==> config.mk <==
export PLATFORM = sky130hd
export DESIGN_NAME = advance_greek_codec
export DESIGN_NICKNAME = d
export VERILOG_FILES = /design/src/rtl/core/agc_pkg.sv /design/src/rtl/core/advance_greek_codec.sv /design/src/rtl/core/agc_front.sv /design/src/rtl/core/agc_queue.sv /design/src/rtl/core/agc_back.sv
export SDC_FILE = /design/constraint.sdc
export NUM_CORES = 1
export LEC_CHECK = 0
export ABC_AREA = 1
export BUFFER_PORTS_ARGS = -buffer_cell sky130_fd_sc_hd__buf_2
export CORE_MARGIN = 2
export CORE_UTILIZATION = 26
export DETAILED_ROUTE_END_ITERATION = 12
export MAX_ROUTING_LAYER = met4
export PLACE_DENSITY = 0.51
export SLEW_MARGIN = 20
export SYNTH_ARGS = -nofsm -noshare
export SYNTH_HDL_FRONTEND = slang
export SYNTH_HIERARCHICAL = 1
export SYNTH_SLANG_ARGS = --single-unit
==> constraint.sdc <==
create_clock -name clk -period 2.3 [get_ports clk]
set_input_delay 0.115 -clock clk [delete_from_list [all_inputs] [get_ports clk]]
set_output_delay 0.115 -clock clk [all_outputs]
set_load 0.02 [all_outputs]
==> src/rtl/core/agc_pkg.sv <==
// Shared types and constants for the Greek charset codec.
`default_nettype none

package agc_pkg;

    // Result status codes
    localparam logic [1:0] ST_OK         = 2'd0;
    localparam logic [1:0] ST_INCOMPLETE = 2'd1;
    localparam logic [1:0] ST_UNMAPPABLE = 2'd2;

    // Direction register values
    localparam logic DIR_DECODE = 1'b0;
    localparam logic DIR_ENCODE = 1'b1;

    // Default depth of the queue between front and back end
    localparam int QUEUE_DEPTH_DEF = 4;

    localparam int VALUE_W = 10;
    localparam int IN_W    = 21;

    // One queued command: up to three result values for one input item
    typedef struct packed {
        logic [2:0][VALUE_W-1:0] vals;
        logic [1:0]              last_idx;
        logic [1:0]              status;
    } cmd_t;

endpackage

`default_nettype wire

==> src/rtl/core/advance_greek_codec.sv <==
// Top level of the Advance Greek charset codec.
`default_nettype none

// Converts Advance Greek bytes to code points (direction 0) or code points to
// byte sequences (direction 1). The front end takes one item per clock when
// the command queue has room; it classifies the item and queues one command
// holding all its results; a decode modifier byte that does not end the input
// queues none. The back end sends one result per clock from its output
// register while result_stall is low, so unstalled decoding sustains one item
// per cycle; encoding yields one to three results per item, set by the number
// of bytes the back end must send through the single result port. The queue
// holds QUEUE_DEPTH commands. Write direction only while the block is idle;
// a write also clears the modifier flags.
module advance_greek_codec #(
    parameter int QUEUE_DEPTH = agc_pkg::QUEUE_DEPTH_DEF
) (
    input  wire logic                        clk,
    input  wire logic                        rst_n,
    input  wire logic                        cfg_wr_en,
    input  wire logic                        cfg_wr_data,
    input  wire logic                        item_valid,
    output logic                             item_stall,
    input  wire logic [agc_pkg::IN_W-1:0]    in_value,
    input  wire logic                        end_of_input,
    output logic                             result_valid,
    input  wire logic                        result_stall,
    output logic [agc_pkg::VALUE_W-1:0]      out_value,
    output logic                             last_in_run,
    output logic [1:0]                       status
);
    import agc_pkg::*;

    logic accept;
    logic push;
    logic pop;
    logic full;
    logic empty;
    cmd_t push_cmd;
    cmd_t head_cmd;

    assign item_stall = full;
    assign accept     = item_valid && !full;

    agc_front u_front (
        .clk          (clk),
        .rst_n        (rst_n),
        .cfg_wr_en    (cfg_wr_en),
        .cfg_wr_data  (cfg_wr_data),
        .accept       (accept),
        .in_value     (in_value),
        .end_of_input (end_of_input),
        .push         (push),
        .cmd          (push_cmd)
    );

    agc_queue #(
        .DEPTH (QUEUE_DEPTH)
    ) u_queue (
        .clk      (clk),
        .rst_n    (rst_n),
        .push     (push),
        .push_cmd (push_cmd),
        .pop      (pop),
        .head_cmd (head_cmd),
        .full     (full),
        .empty    (empty)
    );

    agc_back u_back (
        .clk          (clk),
        .rst_n        (rst_n),
        .head_cmd     (head_cmd),
        .empty        (empty),
        .pop          (pop),
        .result_valid (result_valid),
        .result_stall (result_stall),
        .out_value    (out_value),
        .last_in_run  (last_in_run),
        .status       (status)
    );

endmodule

`default_nettype wire

==> src/rtl/core/agc_front.sv <==
// Front end: accepts items, tracks modifier flags, builds result commands.
`default_nettype none

module agc_front (
    input  wire logic                      clk,
    input  wire logic                      rst_n,
    input  wire logic                      cfg_wr_en,
    input  wire logic                      cfg_wr_data,
    input  wire logic                      accept,
    input  wire logic [agc_pkg::IN_W-1:0]  in_value,
    input  wire logic                      end_of_input,
    output logic                           push,
    output agc_pkg::cmd_t                  cmd
);
    import agc_pkg::*;

    localparam logic [7:0] MOD_TONOS     = 8'h9d;
    localparam logic [7:0] MOD_DIALYTIKA = 8'h9e;
    localparam logic [7:0] MOD_CAPITAL   = 8'h9f;
    localparam logic [7:0] LETTER_FIRST  = 8'h81;
    localparam logic [7:0] LETTER_LAST   = 8'h99;
    localparam logic [9:0] SMALL_ALPHA   = 10'h3b1;
    localparam logic [9:0] CAPITAL_ALPHA = 10'h391;
    localparam logic [9:0] FINAL_SIGMA   = 10'h3c2;
    localparam logic [4:0] SLOT_IOTA     = 5'd8;
    localparam logic [4:0] SLOT_SIGMA    = 5'd17;
    localparam logic [4:0] SLOT_UPSILON  = 5'd20;

    // Tonos forms of the vowels, zero where none exists
    function automatic logic [9:0] tonos_small(input logic [4:0] slot);
        logic [9:0] r;
        unique case (slot)
            5'd0:    r = 10'h3ac;
            5'd4:    r = 10'h3ad;
            5'd6:    r = 10'h3ae;
            5'd8:    r = 10'h3af;
            5'd14:   r = 10'h3cc;
            5'd20:   r = 10'h3cd;
            5'd24:   r = 10'h3ce;
            default: r = 10'h000;
        endcase
        return r;
    endfunction

    function automatic logic [9:0] tonos_capital(input logic [4:0] slot);
        logic [9:0] r;
        unique case (slot)
            5'd0:    r = 10'h386;
            5'd4:    r = 10'h388;
            5'd6:    r = 10'h389;
            5'd8:    r = 10'h38a;
            5'd14:   r = 10'h38c;
            5'd20:   r = 10'h38e;
            5'd24:   r = 10'h38f;
            default: r = 10'h000;
        endcase
        return r;
    endfunction

    // Letter byte plus modifier flags to code point
    function automatic logic [9:0] map_letter(input logic [4:0] slot, input logic t,
                                              input logic d, input logic s);
        logic [9:0] ts;
        logic [9:0] tc;
        logic       iota;
        logic       ups;
        logic [9:0] r;
        ts   = tonos_small(slot);
        tc   = tonos_capital(slot);
        iota = (slot == SLOT_IOTA);
        ups  = (slot == SLOT_UPSILON);
        if (s) begin
            priority if (t && tc != 10'h000) r = tc;
            else if (d && iota)              r = 10'h3aa;
            else if (d && ups)               r = 10'h3ab;
            else if (slot == SLOT_SIGMA)     r = FINAL_SIGMA;
            else                             r = CAPITAL_ALPHA + {5'd0, slot};
        end
        else begin
            priority if (t && ts != 10'h000 && d && iota) r = 10'h390;
            else if (t && ts != 10'h000 && d && ups)      r = 10'h3b0;
            else if (t && ts != 10'h000)                  r = ts;
            else if (d && iota)                           r = 10'h3ca;
            else if (d && ups)                            r = 10'h3cb;
            else                                          r = SMALL_ALPHA + {5'd0, slot};
        end
        return r;
    endfunction

    // Code point to byte sequence, fewest modifiers first
    function automatic cmd_t encode_point(input logic [IN_W-1:0] x);
        cmd_t       c;
        logic [9:0] off_small;
        logic [9:0] off_cap;
        logic [9:0] let_small;
        logic [9:0] let_cap;
        logic [9:0] let_iota;
        logic [9:0] let_ups;
        off_small = x[9:0] - SMALL_ALPHA;
        off_cap   = x[9:0] - CAPITAL_ALPHA;
        let_small = {2'b00, LETTER_FIRST + {3'd0, off_small[4:0]}};
        let_cap   = {2'b00, LETTER_FIRST + {3'd0, off_cap[4:0]}};
        let_iota  = {2'b00, LETTER_FIRST + {3'd0, SLOT_IOTA}};
        let_ups   = {2'b00, LETTER_FIRST + {3'd0, SLOT_UPSILON}};
        c.vals     = '0;
        c.last_idx = 2'd0;
        c.status   = ST_OK;
        priority if (x >= IN_W'(SMALL_ALPHA) && x <= IN_W'(10'h3c9)) begin
            c.vals[0] = let_small;
        end
        else if (x >= IN_W'(CAPITAL_ALPHA) && x <= IN_W'(10'h3a9) && x != IN_W'(10'h3a2)) begin
            c.vals[0]  = {2'b00, MOD_CAPITAL};
            c.vals[1]  = let_cap;
            c.last_idx = 2'd1;
        end
        else begin
            unique case (x)
                IN_W'(10'h3ca), IN_W'(10'h3cb): begin
                    c.vals[0]  = {2'b00, MOD_DIALYTIKA};
                    c.vals[1]  = (x[0]) ? let_ups : let_iota;
                    c.last_idx = 2'd1;
                end
                IN_W'(10'h3aa), IN_W'(10'h3ab): begin
                    c.vals[0]  = {2'b00, MOD_DIALYTIKA};
                    c.vals[1]  = {2'b00, MOD_CAPITAL};
                    c.vals[2]  = (x[0]) ? let_ups : let_iota;
                    c.last_idx = 2'd2;
                end
                IN_W'(10'h3ac): begin
                    c.vals[0] = {2'b00, MOD_TONOS}; c.vals[1] = 10'h081; c.last_idx = 2'd1;
                end
                IN_W'(10'h3ad): begin
                    c.vals[0] = {2'b00, MOD_TONOS}; c.vals[1] = 10'h085; c.last_idx = 2'd1;
                end
                IN_W'(10'h3ae): begin
                    c.vals[0] = {2'b00, MOD_TONOS}; c.vals[1] = 10'h087; c.last_idx = 2'd1;
                end
                IN_W'(10'h3af): begin
                    c.vals[0] = {2'b00, MOD_TONOS}; c.vals[1] = 10'h089; c.last_idx = 2'd1;
                end
                IN_W'(10'h3cc): begin
                    c.vals[0] = {2'b00, MOD_TONOS}; c.vals[1] = 10'h08f; c.last_idx = 2'd1;
                end
                IN_W'(10'h3cd): begin
                    c.vals[0] = {2'b00, MOD_TONOS}; c.vals[1] = 10'h095; c.last_idx = 2'd1;
                end
                IN_W'(10'h3ce): begin
                    c.vals[0] = {2'b00, MOD_TONOS}; c.vals[1] = 10'h099; c.last_idx = 2'd1;
                end
                IN_W'(10'h386): begin
                    c.vals[0] = {2'b00, MOD_TONOS}; c.vals[1] = {2'b00, MOD_CAPITAL};
                    c.vals[2] = 10'h081; c.last_idx = 2'd2;
                end
                IN_W'(10'h388): begin
                    c.vals[0] = {2'b00, MOD_TONOS}; c.vals[1] = {2'b00, MOD_CAPITAL};
                    c.vals[2] = 10'h085; c.last_idx = 2'd2;
                end
                IN_W'(10'h389): begin
                    c.vals[0] = {2'b00, MOD_TONOS}; c.vals[1] = {2'b00, MOD_CAPITAL};
                    c.vals[2] = 10'h087; c.last_idx = 2'd2;
                end
                IN_W'(10'h38a): begin
                    c.vals[0] = {2'b00, MOD_TONOS}; c.vals[1] = {2'b00, MOD_CAPITAL};
                    c.vals[2] = 10'h089; c.last_idx = 2'd2;
                end
                IN_W'(10'h38c): begin
                    c.vals[0] = {2'b00, MOD_TONOS}; c.vals[1] = {2'b00, MOD_CAPITAL};
                    c.vals[2] = 10'h08f; c.last_idx = 2'd2;
                end
                IN_W'(10'h38e): begin
                    c.vals[0] = {2'b00, MOD_TONOS}; c.vals[1] = {2'b00, MOD_CAPITAL};
                    c.vals[2] = 10'h095; c.last_idx = 2'd2;
                end
                IN_W'(10'h38f): begin
                    c.vals[0] = {2'b00, MOD_TONOS}; c.vals[1] = {2'b00, MOD_CAPITAL};
                    c.vals[2] = 10'h099; c.last_idx = 2'd2;
                end
                IN_W'(10'h390), IN_W'(10'h3b0): begin
                    // small iota / upsilon with dialytika and tonos
                    c.vals[0]  = {2'b00, MOD_TONOS};
                    c.vals[1]  = {2'b00, MOD_DIALYTIKA};
                    c.vals[2]  = (x == IN_W'(10'h3b0)) ? let_ups : let_iota;
                    c.last_idx = 2'd2;
                end
                default: begin
                    if (x > IN_W'(255)) begin
                        c.status = ST_UNMAPPABLE;
                    end
                    else begin
                        c.vals[0] = x[9:0];
                    end
                end
            endcase
        end
        return c;
    endfunction

    logic       direction_reg;
    logic       accent_reg,    accent_next;
    logic       diaeresis_reg, diaeresis_next;
    logic       capital_reg,   capital_next;
    logic [7:0] byte_in;
    logic       is_mod;
    logic       is_letter;
    logic [4:0] slot;
    cmd_t       dec_cmd;
    cmd_t       enc_cmd;

    assign byte_in   = in_value[7:0];
    assign is_mod    = (byte_in == MOD_TONOS) || (byte_in == MOD_DIALYTIKA) ||
                       (byte_in == MOD_CAPITAL);
    assign is_letter = (byte_in >= LETTER_FIRST) && (byte_in <= LETTER_LAST);
    assign slot      = 5'(byte_in - LETTER_FIRST);

    // Decode path: one result per non-modifier byte, or an incomplete status at stream end
    always_comb
    begin
        dec_cmd          = '0;
        dec_cmd.last_idx = 2'd0;
        if (is_mod) begin
            dec_cmd.status = ST_INCOMPLETE;
        end
        else if (is_letter) begin
            dec_cmd.status  = ST_OK;
            dec_cmd.vals[0] = map_letter(slot, accent_reg, diaeresis_reg, capital_reg);
        end
        else begin
            dec_cmd.status  = ST_OK;
            dec_cmd.vals[0] = {2'b00, byte_in};
        end
    end

    assign enc_cmd = encode_point(in_value);

    // Command to the queue
    always_comb
    begin
        if (direction_reg == DIR_ENCODE) begin
            cmd  = enc_cmd;
            push = accept;
        end
        else begin
            cmd  = dec_cmd;
            push = accept && (!is_mod || end_of_input);
        end
    end

    // Sticky modifier flags
    always_comb
    begin
        accent_next    = accent_reg;
        diaeresis_next = diaeresis_reg;
        capital_next   = capital_reg;
        if (cfg_wr_en) begin
            accent_next    = 1'b0;
            diaeresis_next = 1'b0;
            capital_next   = 1'b0;
        end
        else if (accept && direction_reg == DIR_DECODE) begin
            if (is_mod && !end_of_input) begin
                accent_next    = accent_reg    | (byte_in == MOD_TONOS);
                diaeresis_next = diaeresis_reg | (byte_in == MOD_DIALYTIKA);
                capital_next   = capital_reg   | (byte_in == MOD_CAPITAL);
            end
            else begin
                accent_next    = 1'b0;
                diaeresis_next = 1'b0;
                capital_next   = 1'b0;
            end
        end
    end

    always_ff @(posedge clk or negedge rst_n)
    begin
        if (!rst_n) begin
            direction_reg <= DIR_DECODE;
            accent_reg    <= 1'b0;
            diaeresis_reg <= 1'b0;
            capital_reg   <= 1'b0;
        end
        else begin
            if (cfg_wr_en) begin
                direction_reg <= cfg_wr_data;
            end
            accent_reg    <= accent_next;
            diaeresis_reg <= diaeresis_next;
            capital_reg   <= capital_next;
        end
    end

    // Error results always carry a single zero value
    a_err_single: assert property (@(posedge clk) disable iff (!rst_n)
        (push && cmd.status != ST_OK) |-> (cmd.last_idx == 2'd0 && cmd.vals[0] == 10'h000))
        else $error("error status with more than one result");

    // Flags stay clear while encoding
    a_enc_flags: assert property (@(posedge clk) disable iff (!rst_n)
        (direction_reg == DIR_ENCODE) |-> !(accent_reg || diaeresis_reg || capital_reg))
        else $error("modifier flag set in encode mode");

endmodule

`default_nettype wire

==> src/rtl/core/agc_queue.sv <==
// Command queue between front end and back end.
`default_nettype none

module agc_queue #(
    parameter int DEPTH = agc_pkg::QUEUE_DEPTH_DEF
) (
    input  wire logic   clk,
    input  wire logic   rst_n,
    input  wire logic   push,
    input  wire agc_pkg::cmd_t push_cmd,
    input  wire logic   pop,
    output agc_pkg::cmd_t head_cmd,
    output logic        full,
    output logic        empty
);
    import agc_pkg::*;

    localparam int PTR_W = (DEPTH > 1) ? $clog2(DEPTH) : 1;
    localparam int CNT_W = $clog2(DEPTH + 1);

    cmd_t             entry_reg [DEPTH];
    logic [PTR_W-1:0] wr_ptr_reg, wr_ptr_next;
    logic [PTR_W-1:0] rd_ptr_reg, rd_ptr_next;
    logic [CNT_W-1:0] count_reg,  count_next;

    assign full     = (count_reg == CNT_W'(DEPTH));
    assign empty    = (count_reg == '0);
    assign head_cmd = entry_reg[rd_ptr_reg];

    // Pointer and fill count update
    always_comb
    begin
        wr_ptr_next = wr_ptr_reg;
        rd_ptr_next = rd_ptr_reg;
        count_next  = count_reg;
        if (push) begin
            wr_ptr_next = (wr_ptr_reg == PTR_W'(DEPTH - 1)) ? '0 : wr_ptr_reg + 1'b1;
        end
        if (pop) begin
            rd_ptr_next = (rd_ptr_reg == PTR_W'(DEPTH - 1)) ? '0 : rd_ptr_reg + 1'b1;
        end
        if (push && !pop) begin
            count_next = count_reg + 1'b1;
        end
        else if (pop && !push) begin
            count_next = count_reg - 1'b1;
        end
    end

    always_ff @(posedge clk or negedge rst_n)
    begin
        if (!rst_n) begin
            wr_ptr_reg <= '0;
            rd_ptr_reg <= '0;
            count_reg  <= '0;
        end
        else begin
            wr_ptr_reg <= wr_ptr_next;
            rd_ptr_reg <= rd_ptr_next;
            count_reg  <= count_next;
        end
    end

    // Storage, no reset needed
    always_ff @(posedge clk)
    begin
        if (push) begin
            entry_reg[wr_ptr_reg] <= push_cmd;
        end
    end

    a_no_overflow: assert property (@(posedge clk) disable iff (!rst_n)
        !(push && full))
        else $error("push into full queue");

    a_no_underflow: assert property (@(posedge clk) disable iff (!rst_n)
        !(pop && empty))
        else $error("pop from empty queue");

endmodule

`default_nettype wire

==> src/rtl/core/agc_back.sv <==
// Back end: sends the values of each command one per cycle while not stalled.
`default_nettype none

module agc_back (
    input  wire logic                         clk,
    input  wire logic                         rst_n,
    input  wire agc_pkg::cmd_t                head_cmd,
    input  wire logic                         empty,
    output logic                              pop,
    output logic                              result_valid,
    input  wire logic                         result_stall,
    output logic [agc_pkg::VALUE_W-1:0]       out_value,
    output logic                              last_in_run,
    output logic [1:0]                        status
);
    import agc_pkg::*;

    logic               valid_reg;
    logic [1:0]         idx_reg, idx_next;
    logic [VALUE_W-1:0] value_reg;
    logic               last_reg;
    logic [1:0]         status_reg;
    logic               load;
    logic               is_last;
    logic [VALUE_W-1:0] sel_value;

    // Output register is free when empty or being taken
    assign load    = !empty && (!valid_reg || !result_stall);
    assign is_last = (idx_reg == head_cmd.last_idx);
    assign pop     = load && is_last;

    always_comb
    begin
        unique case (idx_reg)
            2'd0:    sel_value = head_cmd.vals[0];
            2'd1:    sel_value = head_cmd.vals[1];
            default: sel_value = head_cmd.vals[2];
        endcase
    end

    always_comb
    begin
        idx_next = idx_reg;
        if (load) begin
            idx_next = is_last ? 2'd0 : idx_reg + 2'd1;
        end
    end

    always_ff @(posedge clk or negedge rst_n)
    begin
        if (!rst_n) begin
            valid_reg <= 1'b0;
            idx_reg   <= 2'd0;
        end
        else begin
            idx_reg <= idx_next;
            if (load) begin
                valid_reg <= 1'b1;
            end
            else if (!result_stall) begin
                valid_reg <= 1'b0;
            end
        end
    end

    // Result payload
    always_ff @(posedge clk)
    begin
        if (load) begin
            value_reg  <= sel_value;
            last_reg   <= is_last;
            status_reg <= head_cmd.status;
        end
    end

    assign result_valid = valid_reg;
    assign out_value    = value_reg;
    assign last_in_run  = last_reg;
    assign status       = status_reg;

    a_idx_bound: assert property (@(posedge clk) disable iff (!rst_n)
        !empty |-> (idx_reg <= head_cmd.last_idx))
        else $error("result index past end of command");

endmodule

`default_nettype wire

==> results.json <==
{
  "status": "finished, final reports clean",
  "setup_viol": 0,
  "criticalPathCategory": "reg2reg",
  "tightest_slew_ns": 0.947,
  "peakVddDrop_mv": 0.448,
  "total_leakage_power_uw": 0.00459,
  "clkPwrFrac_pct": 25.1,
  "whs_ns": 0.0562,
  "dp_hpwl_mm": 15.0,
  "synthFlopType": "edfxtp_1",
  "vias": 6610,
  "synthCells": 955,
  "drt-total-wl_mm": 21.0,
  "first_iter_violations": 409,
  "ys_seq_elements": 163,
  "hp-class": "in2reg",
  "cts_num_sinks": 163,
  "synth.area.mux_share_pct": 0,
  "synth-adder-area-share_pct": 2.07,
  "areaGrowthSynthToFinish_pct": 20.0,
  "fp.dieW_um": 188,
  "grt_pass1_vias": 6221,
  "cts-root-buf": "clkbuf_16",
  "antenna_found_initial": 0,
  "register_area_um2": 4830,
  "final_cell_mix": "266 x nand2_1, 149 x edfxtp_1, 135 x inv_1, 70 x buf_4, 69 x o211ai_1",
  "ant_nets": 0,
  "fp.coreArea_um2": 33500,
  "drive_gt1_share_pct": 20.0,
  "firstDrtPassIters": 5,
  "drv_slew": 0,
  "port_buffers": 42,
  "drv_cap": 0,
  "yosysWarnings": 6,
  "dieArea_um2": 35500,
  "synth_xor_area_share_pct": 0.0991,
  "grt_pass1_wl_mm": 33.5,
  "slew_headroom_pct": 36.9,
  "largest_register_ffs": 136,
  "seq_power_share_pct": 40.4,
  "crit_path_start_kind": "register",
  "r2r_cells": 14,
  "p_per_area_nw_per_um2": 1030,
  "antennaDiodeCount": 0,
  "switching_share_pct": 35.6,
  "start_util_pct": 26.4,
  "syn_area_um2": 8840,
  "numCtsBuffers": 17,
  "syn_avg_cell_area_um2": 9.25,
  "skew_ns": 0.0109,
  "hold_violations": 0,
  "ys_seq_area_share_pct": 54.6,
  "critPathArrivalTime_ns": 2.53,
  "power_uw": 10900,
  "synth_top_family_by_area": "simple AND/OR/NAND/NOR gates",
  "overflow": 0,
  "rows": 67,
  "grt_max_degree": 98,
  "final_common_cell": "nand2_1",
  "fin_nets": 1108,
  "viasPerCell": 4.33,
  "ios": 43,
  "drc": 0,
  "period_share_pct": 95.9,
  "whs_path_depth": 4,
  "maxClockFrequency_mhz": 453,
  "cts_tree": "built",
  "finalCriticalPeriod_ns": 2.21,
  "finalWeightedCongestion": 0.880,
  "p_switching_uw": 3890,
  "internal_power_uw": 7040,
  "combinationalPowerShare_pct": 34.5,
  "fin_util_pct": 31.6,
  "die_y_um": 188,
  "wl_per_cell_um": 13.8,
  "async_flop_share_pct": 8.59,
  "clkSlewWorstSetupHoldPaths_ns": 0.07,
  "cp_data_required_time_ns": 2.62,
  "synth-edff-count": 149,
  "htreeDepth": 4,
  "grt_usage_pct": 12.5,
  "rsz0062_at_grt": "yes",
  "synthSimpleGateAreaFrac_pct": 23.1,
  "critPathMaxFanout": 5,
  "clk_latency_ns": 0.42,
  "multi_input_area_um2": 3160,
  "clockBufferDepth": 2,
  "num-fill-cells": 3564,
  "ys_types": 43,
  "worstSetupEndpointType": "register",
  "synth_compound_area_share_pct": 9.75
}
## layout make-up
type,count,share of cell area (%)
Clock buffer,18,4.05
Clock inverter,14,1.43
Inverter,158,5.76
Multi-Input combinational cell,604,29.8
Sequential cell,163,45.5
Tap cell,448,5.28
Timing Repair Buffer,121,8.16
Timing Repair inverter,1,0.0708
## metal layers
metal / routed length [um] / vias up / part of all wire [%] / global-route usage [%]
li1: - / 3399 / - / -
met1: 10000 / 3055 / 48 / 16.4
met3: 771 / 29 / 3.7 / 2.05
met2: 9790 / 127 / 46 / 19.8
met4: 456 / 0 / 2.2 / 3.94
met5: 0 / - / 0 / -
## critical path, stage by stage, from the launching register on
cell and delay (ns):
dfrtp_2 0.43, clkinvlp_4 0.15, o211ai_1 0.21, nand2_1 0.10, inv_1 0.06, nand2_1 0.05, nand2_1 0.07, nand2_2 0.10
nor2_4 0.13, inv_2 0.06, ha_4 0.16, inv_2 0.05, fa_2 0.43, nand2_2 0.07, nand2_2 0.04
## cell usage after synthesis, types with 2 or more instances
library cell | instances | share of area (%)
nand2_4 | 2 | 0.25
nor2_2 | 8 | 0.57
nand4_1 | 10 | 0.71
a21oi_1 | 20 | 1.1
buf_6 | 17 | 2.2
nand3b_1 | 4 | 0.34
nor4_1 | 5 | 0.35
nand3_1 | 53 | 3.0
inv_2 | 17 | 0.72
edfxtp_1 | 149 | 51
nand3_2 | 4 | 0.45
buf_2 | 3 | 0.17
nor2_1 | 68 | 2.9
inv_1 | 141 | 6.0
o21ai_0 | 20 | 1.1
nor2_8 | 3 | 0.68
nand2_2 | 10 | 0.71
ha_1 | 13 | 1.8
buf_4 | 15 | 1.3
o211ai_1 | 69 | 5.9
nand2_1 | 268 | 11
a31oi_1 | 3 | 0.21
o31ai_1 | 5 | 0.42
nor2_4 | 4 | 0.51
o21ai_1 | 2 | 0.11
dfrtp_1 | 14 | 4.0
nor3_2 | 2 | 0.23
nor3_1 | 11 | 0.62
## timing repair
| item | 4_1_cts | 5_1_grt |
|---|---|---|
| hold endpoints to repair | 16 | 0 |
| setup buffers | 0 | 2 |
| resized for setup | 0 | 11 |
| hold buffers | 5 | 0 |
| endpoints found under the setup margin | 0 | 11 |
## metrics by stage
stage	cell area (um^2)	setup TNS [ns]	setup slack (ns)	instances
after floorplan	8890	0	0.0163	961
after global placement	9930	-1.26	-0.151	1487
after detailed placement	9930	-0.700	-0.0875	1487
after CTS	10600	0	0.00243	1524
after global routing	10600	-0.279	-0.0666	1527
final	10600	0	0.0939	1527
## power by group through the flow
stage                     clock, uW  sequential (uW)  combinational [uW]
after detailed placement          0             4480                3740
after CTS                      2810             4410                3760
after global placement            0             4460                3710
final                          2740             4420                3770
after global routing           2930             4500                4240
after floorplan                   0             4590                2580
## worst paths after layout
path                                  startpoint                    end  slack [ns]
setup / recovery           u_queue/rd_ptr_reg[0]   u_queue/count_reg[1]        0.09
hold / removal                         cfg_wr_en    u_front/capital_reg        0.06
setup reg to reg           u_queue/rd_ptr_reg[0]   u_queue/count_reg[1]        0.09
hold reg to reg              u_back/result_valid    u_back/result_valid        0.48
max in group asynchronous                  rst_n  u_queue/rd_ptr_reg[0]        1.89
min in group asynchronous                  rst_n  u_front/direction_reg        0.13
## cells by family (layout without fill, tap and decap cells)
family / Yosys count / in the layout
buf+inv: 194 / 312
other cells: 1 / 7
flops: 163 / 163
xor+xnor: 1 / 1
fa+ha+maj: 14 / 14
simple gates: 455 / 455
compound gates: 127 / 127
Note: power is estimated with default switching activity, not from simulation.
